<file path="src/rtl/cwr_pkg.sv">
// Shared types and constants for the co-visibility weight ranker.
// No dependencies.
`timescale 1ns / 1ps
`default_nettype none
package cwr_pkg;
  localparam int unsigned IdW = 6;
  localparam int unsigned CountW = 16;
  localparam logic [CountW-1:0] CountMax = 16'hFFFF;
  localparam logic [CountW-1:0] ResetMinWeight = 16'd15;
  localparam int unsigned AddrW = 3;
  localparam logic [AddrW-1:0] RegSelfId = 3'd0;
  localparam logic [AddrW-1:0] RegMinWeight = 3'd4;

  typedef struct packed {
    logic          count;
    logic          take;
    logic          clear;
    logic [IdW-1:0] id;
  } cell_ctrl_t;
endpackage
`default_nettype wire

</file>
<file path="src/rtl/cwr_cell.sv">
// One count cell of the ranker chain: holds a keyframe weight, registers the
// rank-max candidate and hands it to the next cell every cycle. Uses cwr_pkg.
`timescale 1ns / 1ps
`default_nettype none
module cwr_cell (
  input  logic                          clk_i,
  input  logic                          rst_ni,
  input  logic [cwr_pkg::IdW-1:0]       my_id_i,
  input  cwr_pkg::cell_ctrl_t           ctrl_i,
  input  logic                          cand_v_i,
  input  logic [cwr_pkg::IdW-1:0]       cand_id_i,
  input  logic [cwr_pkg::CountW-1:0]    cand_w_i,
  output logic                          cand_v_o,
  output logic [cwr_pkg::IdW-1:0]       cand_id_o,
  output logic [cwr_pkg::CountW-1:0]    cand_w_o
);
  import cwr_pkg::*;
  logic [CountW-1:0] cnt_q, cnt_d;
  logic              cv_q, cv_d;
  logic [IdW-1:0]    cid_q, cid_d;
  logic [CountW-1:0] cw_q, cw_d;
  logic              mine;

  always_comb begin
    cnt_d = cnt_q;
    if (ctrl_i.clear) begin
      cnt_d = '0;
    end else if (ctrl_i.take && ctrl_i.id == my_id_i) begin
      cnt_d = '0;
    end else if (ctrl_i.count && ctrl_i.id == my_id_i && cnt_q != CountMax) begin
      cnt_d = cnt_q + 1'b1;
    end
  end

  assign mine = cnt_q != '0 &&
                (!cand_v_i || cnt_q > cand_w_i || (cnt_q == cand_w_i && my_id_i > cand_id_i));
  assign cv_d  = cand_v_i || cnt_q != '0;
  assign cid_d = mine ? my_id_i : cand_id_i;
  assign cw_d  = mine ? cnt_q : cand_w_i;

  always_ff @(posedge clk_i or negedge rst_ni) begin
    if (!rst_ni) begin
      cnt_q <= '0;
      cv_q  <= 1'b0;
      cid_q <= '0;
      cw_q  <= '0;
    end else begin
      cnt_q <= cnt_d;
      cv_q  <= cv_d;
      cid_q <= cid_d;
      cw_q  <= cw_d;
    end
  end

  assign cand_v_o  = cv_q;
  assign cand_id_o = cid_q;
  assign cand_w_o  = cw_q;
endmodule
`default_nettype wire

</file>
<file path="config.mk">
export PLATFORM = sky130hd
export DESIGN_NAME = cwr_cell
export DESIGN_NICKNAME = d
export VERILOG_FILES = /design/src/rtl/cwr_pkg.sv /design/src/rtl/cwr_cell.sv
export SDC_FILE = /design/constraint.sdc
export NUM_CORES = 1
export LEC_CHECK = 0
export ABC_AREA = 1
export BUFFER_PORTS_ARGS = -buffer_cell sky130_fd_sc_hd__buf_4
export CORE_ASPECT_RATIO = 0.8
export CORE_MARGIN = 10
export CORE_UTILIZATION = 30
export CTS_BUF_LIST = sky130_fd_sc_hd__clkbuf_8
export DETAILED_ROUTE_END_ITERATION = 12
export SYNTH_ARGS = -nofsm -noshare
export SYNTH_HDL_FRONTEND = slang
export SYNTH_SLANG_ARGS = --single-unit
</file>
<file path="constraint.sdc">
create_clock -name clk_i -period 1.9 [get_ports clk_i]
set_input_delay 0.095 -clock clk_i [delete_from_list [all_inputs] [get_ports clk_i]]
set_output_delay 0.095 -clock clk_i [all_outputs]
set_load 0.01 [all_outputs]
</file>
==> results.md <==
Timing:
- The max-slew violation count is 0.
- Setup repair after global routing could not meet its margin everywhere.
- The final critical path takes up 99.75% of the cycle.
- The number of hold violations in the final report came to 1.
- The post-layout worst setup margin is 0.004707 ns.
- After routing, the total negative slack on setup checks comes to 0 ns.
- The final period demand of the worst path is roughly 1.9 ns.
- Timing would allow up to 527.6 MHz.
- The tightest hold margin is -0.0002676 ns.
- Measured against its own limit, the worst slew margin works out to between 60% and 70%.
- For the pin with the worst max-slew slack, the measured transition is 0.5800 ns.
- The worst setup skew after layout is roughly 0.006 ns.
- The total setup violations reported at the end of the flow is 0.

Yosys:
- The sequential area share after synthesis is 35.42%.
- The synthesized netlist contains 33 unique library cells.
- For this run, the number of Yosys warnings is 0.
- The gate count after technology mapping is 369.
- The mean area per synthesized cell is 7.467 µm².
- The number of nets handed over by synthesis was 433.
- The post-synthesis cell area is between 0.002 and 0.003 mm².
- The register bit count reported by yosys is 39.

Drt:
- Dividing the detail-routed wire length by the instance count gives 13.94 µm.
- The post-detailed-routing wire length is 7973 µm.
- The post-detailed-route DRC marker count is 0.
- After the first detailed-routing iteration, the DRC count stood at 181.
- Using the TritonRoute via totals, the vias-per-cell ratio works out to 4.643.
- Across all layers, the routed design uses 2656 vias.
- The number of iterations in the first detailed-routing pass is 4.
- The count of nets left with antenna violations after detail routing is 0.

Layout:
- The number of fill cells in the layout is 894.
- The share of final-layout standard cells stronger than drive strength 1 is 31.95%.
- The count of placed standard cells in the final layout, fillers left out is 572.
- In the layout the commonest cells are sky130_fd_sc_hd__nand2_1, sky130_fd_sc_hd__buf_4, sky130_fd_sc_hd__inv_1, sky130_fd_sc_hd__nand3_1, sky130_fd_sc_hd__dfrtp_1.
- The layout overhead on the synthesized area is 39.83%.
- The number of antenna diodes is 0.
- The total area of sequential cells is just under 0.001 mm².
- For this run, the post-layout net count is 520.
- Leaving out fill and tap cells, the most frequent cell in the layout is sky130_fd_sc_hd__nand2_1.
- In the final layout, the multi-input gates occupy 0.001672 mm².

Die:
- The die extent in x is 127.1 µm.
- Once the floorplan was initialized, standard cells occupied 30.62% of the core.
- The initialized floorplan defines 31 standard-cell rows.
- The die height is roughly 110 µm.
- Pin placement for this block handled 63 I/O pins.
- The die covers between 0.01 and 0.015 mm².
- The core box area is approximately 0.009 mm².

Pwr:
- The worst vdd rail ir drop is 0.3620 mV.
- The power per standard cell area is 500.0 mW/mm².
- The static leakage is 0.002083 µW.

Critical path:
- In this run the critical register-to-register path is captured at cand_w_o[12].
- For the worst setup path, the data required time is 2.09 ns.
- The sort of element at the start of the critical path is a register.
- The slack of the worst reg-to-reg path is 0.005 ns.
- The worst setup path is captured at a register.
- The worst register-to-register path begins at cnt_q[13].
- The start-to-end type of the worst setup path is register to register.
- The number of cells on the worst reg-to-reg path is 13.
- In this run the worst path has a maximum fanout of 8.
- The arrival time of the worst setup path is 2.08 ns.

Clock network:
- The number of sinks driven by the clock tree is 39.
- TritonCTS built the clock tree.
- The clock tree buffer depth is 2.
- The register clock-pin slew on the reported worst setup and hold paths is 0.09 ns.
- The later-pin clock latency in the skew report is 0.30 ns.
- The maximum level of the CTS H-tree is 2.
- The CTS root buffer is sky130_fd_sc_hd__clkbuf_8.
- TritonCTS created 5 clock buffers.

Place:
- The placed wire-length estimate after detailed placement is 6217 µm.
- Routability-driven placement finished with a final weighted congestion of 0.8349.
- The total placed cells including tap cells is 558.
- Input and output buffers added on the ports amount to 62.
- The pre-CTS setup slack is -0.02099 ns.

Global routing:
- For this run the aggregate overflow at the end of global routing stands at 0.
- The first global-routing pass estimated around 13000 µm of wire.
- The number of antenna violations at the first check in global routing is 0.
- The number of global-route vias before repair is 2628.
- Global routing consumed, over all layers together, 11.39% of the routing resources.
- Entering global routing, the biggest net connects 40 pins.

Run:
- The max-capacitance violation count is 0.

Outcome:
- The flow ran to the end, but the final reports show violations.
- The checks that failed: negative hold slack.

Min path:
- In this run the worst hold path is classified as primary input to register.
- The hold-critical path endpoint is cand_w_o[9].
- The cell count of the worst hold path is 3.
- The beginning of the worst hold path is cand_w_i[9].
[state kept, by name (all words and copies together) (netlist names)]
signal / count
cand_id_o: 6
cand_w_o: 16
cand_v_o: 1
cnt_q: 16
[layout make-up]
type                    instances  area share [%]
clock inverters                 3           1.137
flip-flops and latches         39           25.33
repair buffers                 95           19.75
clock buffers                   5           1.786
well taps                     115           3.735
inverters                      50           4.872
multi-input cells             265           43.39
[worst max-delay path, cell delays in order, from the launching register on]
cell	delay, ns
sky130_fd_sc_hd__dfrtp_1	0.41
sky130_fd_sc_hd__ha_4	0.28
sky130_fd_sc_hd__nand2_1	0.09
sky130_fd_sc_hd__nor2_4	0.13
sky130_fd_sc_hd__nand2_2	0.09
sky130_fd_sc_hd__nor2_4	0.14
sky130_fd_sc_hd__nand3_2	0.09
sky130_fd_sc_hd__nand2_2	0.08
sky130_fd_sc_hd__inv_2	0.04
sky130_fd_sc_hd__nand2_4	0.08
sky130_fd_sc_hd__nand2_4	0.08
sky130_fd_sc_hd__buf_6	0.14
sky130_fd_sc_hd__nand2_1	0.06
sky130_fd_sc_hd__nand2_1	0.07
[where the power goes]
part	switching, µW	total (µW)	leakage [µW]	internal [µW]
combinational	175	336	0.00153	162
clock	332	724	0.0000581	392
sequential	8.62	866	0.000492	857
total	515	1930	0.00208	1410
[per-stage QoR]
stage	area [µm²]	total power [µW]	utilization (%)
floorplan	2755	1012	-
global placement	3486	1177	38.74
detailed placement	3486	1183	38.74
CTS	3655	1910	40.61
global route	3852	2004	42.81
finish	3852	1926	42.81
[how the worst max path moves through the flow]
stage | start | to | cells past startpoint
6_report | cnt_q[13] | cand_w_o[12] | 13
4_1_cts | cnt_q[15] | cand_w_o[12] | 13
3_5_place_dp | cnt_q[15] | cand_w_o[12] | 13
2_1_floorplan | cnt_q[3] | cand_id_o[0] | 13
5_1_grt | cnt_q[5] | cand_w_o[12] | 13
3_3_place_gp | cnt_q[0] | cand_w_o[0] | 9
[cell families (layout without fill, tap and decap cells)]
group	Yosys count	in the layout	synth area share, %
and+or+nand+nor	208	208	34.88
buffers and inverters	65	153	10.22
DFF	39	39	35.42
adders and majority gates	24	24	10.90
AOI/OAI and AO/OA	19	19	4.132
xor gates and xnor gates	14	14	4.451
[synth_stat cells (all sizes together)]
cell / number / area [µm²]
xor2: 12 / 105.1
ha: 24 / 300.3
clkbuf: 2 / 7.510
nand4: 14 / 100.1
o21bai: 2 / 15.01
nor4: 3 / 18.77
nor3: 9 / 56.31
a21o: 1 / 7.510
nand3: 48 / 252.8
buf: 13 / 86.33
inv: 50 / 187.7
dfrtp: 39 / 975.9
and2: 1 / 6.260
a21oi: 13 / 72.57
nor2: 25 / 103.9
nand2: 104 / 392.9
nand3b: 1 / 11.26
or2: 3 / 18.77
o21ai: 3 / 18.76
xnor2: 2 / 17.52
[repair_timing]
item                       CTS  global route
buffers inserted             0             1
cloned                       0             1
pin swaps                    1            16
hold endpoints to repair    43             0
resized for setup            2            45
hold buffers                 5             0
setup endpoints to repair   15            22
[routing by layer]
metal | global-route usage (%) | wire length [µm]
met1 | 14.93 | 3765
met2 | 18.59 | 3778
met3 | 2.754 | 364
met4 | 2.273 | 64
met5 | 0 | 0
Power figures use the tool's default switching activity.
